File: src/hdl/smvm_pkg.sv
// Shared types and constants for the sparse matrix vector multiply block.
// Holds item command codes, field widths and the row result structure.
// No dependencies.
`timescale 1ns / 1ps
`default_nettype none

package smvm_pkg;

    localparam int CMD_W     = 2;
    localparam int COL_W     = 10;
    localparam int VAL_W     = 32;
    localparam int SUM_W     = 64;
    localparam int ROW_W     = 16;

    localparam int DEFAULT_VECTOR_DEPTH = 1024;

    localparam logic [CMD_W-1:0] CMD_LOAD      = 2'd0;
    localparam logic [CMD_W-1:0] CMD_ACC       = 2'd1;
    localparam logic [CMD_W-1:0] CMD_ACC_CLOSE = 2'd2;
    localparam logic [CMD_W-1:0] CMD_CLOSE     = 2'd3;

    localparam logic signed [SUM_W-1:0] ACC_MAX = {1'b0, {(SUM_W-1){1'b1}}};
    localparam logic signed [SUM_W-1:0] ACC_MIN = {1'b1, {(SUM_W-1){1'b0}}};

    typedef struct packed {
        logic                    saturated;
        logic [ROW_W-1:0]        row_number;
        logic signed [SUM_W-1:0] row_sum;
    } t_row_result;

    typedef struct packed {
        logic step;
        logic close;
    } t_acc_ctl;

endpackage

`default_nettype wire

File: src/hdl/smvm_sat_acc.sv
// Saturating Q32.32 row accumulator with row counter and saturation flag.
// Adds one product term per step and hands out the row result on close.
// Depends on smvm_pkg for widths, limits and the result structure.
`timescale 1ns / 1ps
`default_nettype none

module smvm_sat_acc (
    input  wire logic                              i_clk,
    input  wire logic                              i_rst_n,
    input  wire smvm_pkg::t_acc_ctl                i_ctl,
    input  wire logic signed [smvm_pkg::SUM_W-1:0] i_term,
    output smvm_pkg::t_row_result                  o_result
);

    logic signed [smvm_pkg::SUM_W-1:0] r_acc;
    logic [smvm_pkg::ROW_W-1:0]        r_row;
    logic                              r_ovf;

    logic signed [smvm_pkg::SUM_W:0]   sum_wide;
    logic                              ovf_now;
    logic signed [smvm_pkg::SUM_W-1:0] sat_sum;

    always_comb begin
        sum_wide = {r_acc[smvm_pkg::SUM_W-1], r_acc} + {i_term[smvm_pkg::SUM_W-1], i_term};
        ovf_now  = sum_wide[smvm_pkg::SUM_W] ^ sum_wide[smvm_pkg::SUM_W-1];
        if (ovf_now) begin
            sat_sum = sum_wide[smvm_pkg::SUM_W] ? smvm_pkg::ACC_MIN : smvm_pkg::ACC_MAX;
        end else begin
            sat_sum = sum_wide[smvm_pkg::SUM_W-1:0];
        end
        o_result.row_sum    = sat_sum;
        o_result.row_number = r_row;
        o_result.saturated  = r_ovf | ovf_now;
    end

    always_ff @(posedge i_clk) begin
        if (!i_rst_n) begin
            r_acc <= '0;
            r_row <= '0;
            r_ovf <= 1'b0;
        end else if (i_ctl.step) begin
            if (i_ctl.close) begin
                r_acc <= '0;
                r_ovf <= 1'b0;
                r_row <= r_row + 1'b1;
            end else begin
                r_acc <= sat_sum;
                r_ovf <= r_ovf | ovf_now;
            end
        end
    end

endmodule

`default_nettype wire

File: config.mk
export PLATFORM = sky130hd
export DESIGN_NAME = smvm_sat_acc
export DESIGN_NICKNAME = d
export VERILOG_FILES = /design/src/hdl/smvm_pkg.sv /design/src/hdl/smvm_sat_acc.sv
export SDC_FILE = /design/constraint.sdc
export NUM_CORES = 1
export LEC_CHECK = 0
export ABC_AREA = 0
export BUFFER_PORTS_ARGS = -buffer_cell sky130_fd_sc_hd__buf_4
export CAP_MARGIN = 20
export CORE_MARGIN = 2
export CORE_UTILIZATION = 42
export CTS_CLUSTER_DIAMETER = 120
export DETAILED_ROUTE_END_ITERATION = 7
export PLACE_DENSITY = 0.63
export SYNTH_ARGS = -nofsm -noshare
export SYNTH_HDL_FRONTEND = slang
export SYNTH_SLANG_ARGS = --single-unit
File: constraint.sdc
create_clock -name i_clk -period 5.4 [get_ports i_clk]
set_input_delay 1.08 -clock i_clk [delete_from_list [all_inputs] [get_ports i_clk]]
set_output_delay 1.08 -clock i_clk [all_outputs]
set_load 0.01 [all_outputs]
==> impl_metrics.ini, run 1 <==
[place]
place_inst = 1318
io_buffer_count = 148
place_congestion = 0.927
dp_hpwl_um = 17600

[clocking]
htreeDepth = 3
cts-root-buf = clkbuf_16
clock-sinks = 81
tritoncts = done
tritoncts.num_buffers = 9
clk_latency_ns = 0.36
clock_path_buffers = 2
clk_pin_slew_worst_paths_ns = 0.06

[detailed_routing]
dr.first_iter.drc_count = 549
drtAntennaViolNets = 0
vias = 7772
drt_first_pass_iters = 5
drc = 0
postRouteWirelength_um = 24200
wire_per_inst_um = 17.9
viasPerCell = 5.76

[yosys]
ys_seq_area_share_pct = 22.4
synth_area_per_cell_um2 = 7.59
synth_nets = 1089
ys_ff_latch = 81
synth_cells = 955
syn_area_um2 = 7250
synthArstFlopShare_pct = 0
ys_warn_count = 0
synth_edf_count = 0
synth_cell_types = 73
synthFlopType = dfxtp_1

[setup_path]
critPathMostFrequentCell = buf_4
crit_required_ns = 4.32
cp_data_arrival_time_ns = 4.19
crit_chain = buf_4 -> ha_1 -> nand3_1 -> nor3_1 -> o21a_1 -> o211ai_1 -> buf_4 -> a211oi_4 -> and3_2 -> or2_2 -> nor3_4 -> buf_4 -> or2_2 -> o21ai_0 -> buf_4
r2r_end = r_acc[6]
cp_slowest_stage_delay_ns = 0.41
critPathLaunchType = primary input
cp-end-kind = primary output
critPathKind = primary input to primary output
r2r_slack_ns = 1.57
critPathSlowestCell = ha_1
worstPathMaxFanout = 6
rr_startpoint = r_acc[0]
worst_r2r_path_depth = 15

[die]
start_util_pct = 42.5
die_w_um = 135
dieHeight_um = 135
die-area_um2 = 18300
fp-row-count = 48
core_um2 = 17100
pin_count = 149

[hold_path]
holdPathEnd = r_acc[41]
holdCritPathClass = flop to flop
worstHoldStart = r_acc[41]
hold_depth = 2

[run_status]
status = finished, final reports clean

[timing]
relSlewSlack_pct = 51.4
hold_viol = 0
skew_ns = 0.0153
setup-violations-final = 0
fin_hold_ws_ns = 0.467
slew_violations = 0
post-route-min-period_ns = 5.27
post-route-period-util_pct = 97.5
max_freq_mhz = 190
tightest_slew_ns = 0.729

[cells_and_area]
diodes = 0
synthToLayoutAreaGrowth_pct = 28.7
fin_util_pct = 54.7
layout.cells.non_filler = 1349
nets = 1253
drive_above_1_share_pct = 24.1
final_cell_mix = buf_4 (205), nand2_1 (110), a21oi_1 (86)
mostFrequentLayoutCell = buf_4

[pwr]
power_density_nw_per_um2 = 278
p_total_uw = 2600
max-vdd-ir-drop_mv = 0.214
p_leak_uw = 0.00409

[global_routing]
antenna_found_initial = 0
grt_use_total_pct = 25.9
grt_max_degree = 42
grt_pass1_vias = 7305
grt_pass1_wl_um = 37800
overflow = 0

[job]
drv_cap = 0
-- report_power, final --
part           total, µW  internal (µW)  switching, µW
registers            669            643           26.1
clock network        636            336            299
logic               1290            586            707
total               2600           1570           1030
-- flip-flops by register name (all words and copies together), names as in the netlist --
register	flops
r_acc	64
r_ovf	1
r_row	16
-- Yosys cell counts (all sizes together) (6+ instances only) --
master  number  area share, %
buf         24            1.9
xor2        38            4.6
a21oi       88            6.1
ha          65             11
o21bai      17            1.8
nand3       19            1.3
and2         6           0.52
nor3        17            1.3
a21boi       7           0.78
nor2        62            3.2
a22o        23            2.8
inv         27            1.4
o311ai      21            2.5
a21o        26            2.7
dfxtp       81             22
o211ai      26            2.7
and3         6           0.52
a31oi        7           0.60
nor2b        7           0.60
o21a        15            1.6
xnor2       39            4.8
nand2b       6           0.52
nand4       26            2.4
clkbuf      36            1.9
a211oi       7           0.79
nand2      111            5.7
o21ai       89            6.1
-- layer usage --
layer	global-route usage [%]	up-vias	wire, µm
li1	-	3883	-
met1	36.9	3601	11700
met2	39.7	252	10600
met4	7.58	0	399
met3	4.90	36	1530
met5	0	-	0
-- layout make-up --
class	instances	area [µm²]
Fill cell	1689	7720
Multi-Input combinational cell	790	5410
Timing Repair Buffer	210	1620
Sequential cell	81	1620
Tap cell	225	282
Clock buffer	10	239
Inverter	27	101
Clock inverter	6	57.6
-- worst max-delay path: cells and delay by family --
kind / cells / cell delay (ns)
buf+inv: 4 / 0.57
simple gates: 6 / 1.26
fa+ha+maj: 1 / 0.41
compound gates: 4 / 0.85
-- logic make-up (layout without fill, tap and decap cells) --
group | after synthesis | after routing | synth area share [%]
buffers and inverters | 87 | 253 | 5.19
and+or+nand+nor | 284 | 287 | 18.7
AOI/OAI and AO/OA | 358 | 358 | 32.5
DFF | 81 | 81 | 22.4
xor gates and xnor gates | 77 | 77 | 9.40
muxes | 1 | 1 | 0.138
adders and majority gates | 67 | 67 | 11.6
-- per-stage QoR --
step           setup WS (ns)  instance area (µm²)   TNS, ns
5_1_grt             -0.00557                 9330  -0.00557
2_1_floorplan          0.333                 7250         0
6_report               0.135                 9330         0
3_5_place_dp         -0.0763                 8750     -1.29
3_3_place_gp          0.0730                 8750         0
4_1_cts               0.0138                 9110         0
-- worst max path at each step --
stage	from	depth (start not counted)	endpoint	slack, ns
6_report	i_term[10]	15	o_result[1]	0.13
5_1_grt	i_term[9]	15	o_result[10]	-0.006
4_1_cts	i_term[0]	15	o_result[22]	0.01
3_5_place_dp	i_term[0]	15	o_result[26]	-0.08
3_3_place_gp	i_term[0]	15	o_result[47]	0.07
2_1_floorplan	i_term[0]	15	o_result[2]	0.33
-- what timing repair did --
action                                  in CTS  in global routing
setup buffers                                2                  9
gates resized for setup                      8                 39
hold buffers                                 0                  0
pin swaps                                    4                 24
gates cloned                                 2                  1
endpoints found under the setup margin      47                 64
hold endpoints to repair                     0                  0
Power figures use the tool's default switching activity.
==> run 2, diff against run 1 <==
CORE_MARGIN = 8   (was 2)
GPL_TIMING_DRIVEN = 0   (was not set)
SETUP_SLACK_MARGIN = 0.2   (was not set)
==> impl_metrics.ini, run 2 (synthesis gave the netlist of run 1 again) <==
[job]
drv_cap = 0

[setup_path]
cp_slowest_stage_delay_ns = 0.52
worstPathMaxFanout = 6
critPathMostFrequentCell = buf_6
cp.buffers_inverters = 5
critPathKind = primary input to primary output
cp_top_family = compound AO/OA/AOI/OAI gates
crit_required_ns = 4.32
cp-end-kind = primary output
critPathLaunchType = primary input
cp_data_arrival_time_ns = 4.19
crit_chain = buf_8 -> ha_4 -> inv_2 -> fa_2 -> nand2b_4 -> a21o_4 -> a31o_4 -> a21boi_4 -> o2111ai_2 -> a2111o_1 -> and2_4 -> buf_6 -> nor3_4 -> or2_4 -> clkbuf_16 -> o21ai_4 -> buf_6
critPathSlowestCell = a2111o_1

[global_routing]
grt_pass1_vias = 7893
grt_pass1_wl_um = 42100
grt_max_degree = 14
overflow = 0
grt_use_total_pct = 23.9
antenna_found_initial = 0

[cells_and_area]
reg_top3 = r_acc x64, r_row x16, r_ovf x1
fin_area_um2 = 10600
seq_area_um2 = 1620
max_flop_register = r_acc
mostFrequentLayoutCell = buf_4
synthToLayoutAreaGrowth_pct = 45.7
largest_reg_flops = 64
multi_input_area_um2 = 5990
nets = 1302
diodes = 0
fillCellCount = 1532
drive_above_1_share_pct = 31.9
fin_util_pct = 61.7
final_cell_mix = buf_4 (167), nand2_1 (101), dfxtp_1 (81)

[pwr]
p_total_uw = 3000
p_leak_uw = 0.00447
power_density_nw_per_um2 = 284
max-vdd-ir-drop_mv = 0.194

[timing]
slew_violations = 0
rsz0062_at_grt = yes
relSlewSlack_pct = 53.4
skew_ns = 0.0102
max_freq_mhz = 190
fin_hold_ws_ns = 0.463
hold_viol = 0
tightest_slew_ns = 0.699
setup-violations-final = 0
post-route-period-util_pct = 97.5
post-route-min-period_ns = 5.27
fin_setup_tns_ns = 0

[die]
core_um2 = 17100
fp-row-count = 48
start_util_pct = 42.4
dieHeight_um = 147
die_w_um = 147
die-area_um2 = 21700
pin_count = 149

[detailed_routing]
vias = 8179
dr.first_iter.drc_count = 628
wire_per_inst_um = 19.7
postRouteWirelength_um = 27600
drc = 0
viasPerCell = 5.85
drtAntennaViolNets = 0
drt_first_pass_iters = 5

[run_status]
status = finished, final reports clean

[clocking]
htreeDepth = 3
hold_buffers = 0
clock_path_buffers = 2
clk_latency_ns = 0.36
tritoncts.num_buffers = 9
cts-root-buf = clkbuf_16
tritoncts = done
clk_pin_slew_worst_paths_ns = 0.06
clock-sinks = 81

[place]
dp_hpwl_um = 20000
place_congestion = 0.947
placed_area_um2 = 8640
io_buffer_count = 148

[hold_path]
holdCritPathClass = flop to flop
==> run 2: cell types whose count changed in the layout (fill, tap and decap cells not counted), sizes merged <==
| cell | change |
|---|---|
| clkbuf | +37 |
| inv | -4 |
| bufinv | +2 |
| clkinv | +1 |
| buf | +16 |
| or2 | -3 |
==> run 2: layout make-up <==
cell class	count	share of cell area, %
Sequential cell	81	15.3
Clock buffer	11	2.30
Tap cell	225	2.66
Inverter	27	0.959
Buffer	60	4.69
Clock inverter	5	0.746
Multi-Input combinational cell	787	56.7
Timing Repair Buffer	202	16.6
==> run 2: power breakdown <==
| group | leakage [µW] | total, µW | internal, µW | switching (µW) |
|---|---|---|---|---|
| logic | 0.00365 | 1620 | 773 | 851 |
| clock network | 0.000159 | 704 | 418 | 286 |
| registers | 0.000660 | 674 | 643 | 30.8 |
| total | 0.00447 | 3000 | 1830 | 1170 |
==> run 2: timing repair <==
action | CTS | global route
resized for setup | 142 | 167
setup buffers | 20 | 28
pin swaps | 41 | 33
cloned | 2 | 4
setup endpoints to repair | 64 | 65
==> run 2: worst paths after layout <==
path              slack (ns)           end      start  cells after the start
setup / recovery        0.13  o_result[38]  i_term[0]                     17
hold / removal          0.46     r_acc[41]  r_acc[41]                      2
setup reg to reg        1.51     r_acc[18]   r_acc[0]                     15
hold reg to reg         0.46     r_acc[41]  r_acc[41]                      2
==> run 2: per-layer routing <==
metal  vias up  part of all wire [%]  track usage (%)
li1       3983                     -                -
met1      3840                    43             31.0
met2       310                    46             37.3
met3        46                   8.8             6.94
met4         0                   2.3             7.96
met5         -                     0                0
==> run 2: worst min-delay path, stage by stage, from the launching register on <==
cell and delay (ns):
dfxtp_1 0.33, nand2_1 0.05, o21ai_0 0.06
==> run 2: metrics by stage <==
step           instances  setup slack [ns]
4_1_cts             1366             0.142
3_5_place_dp        1328            -0.619
5_1_grt             1398            0.0384
2_1_floorplan        955             0.333
6_report            1398             0.133
3_3_place_gp        1328            -0.678
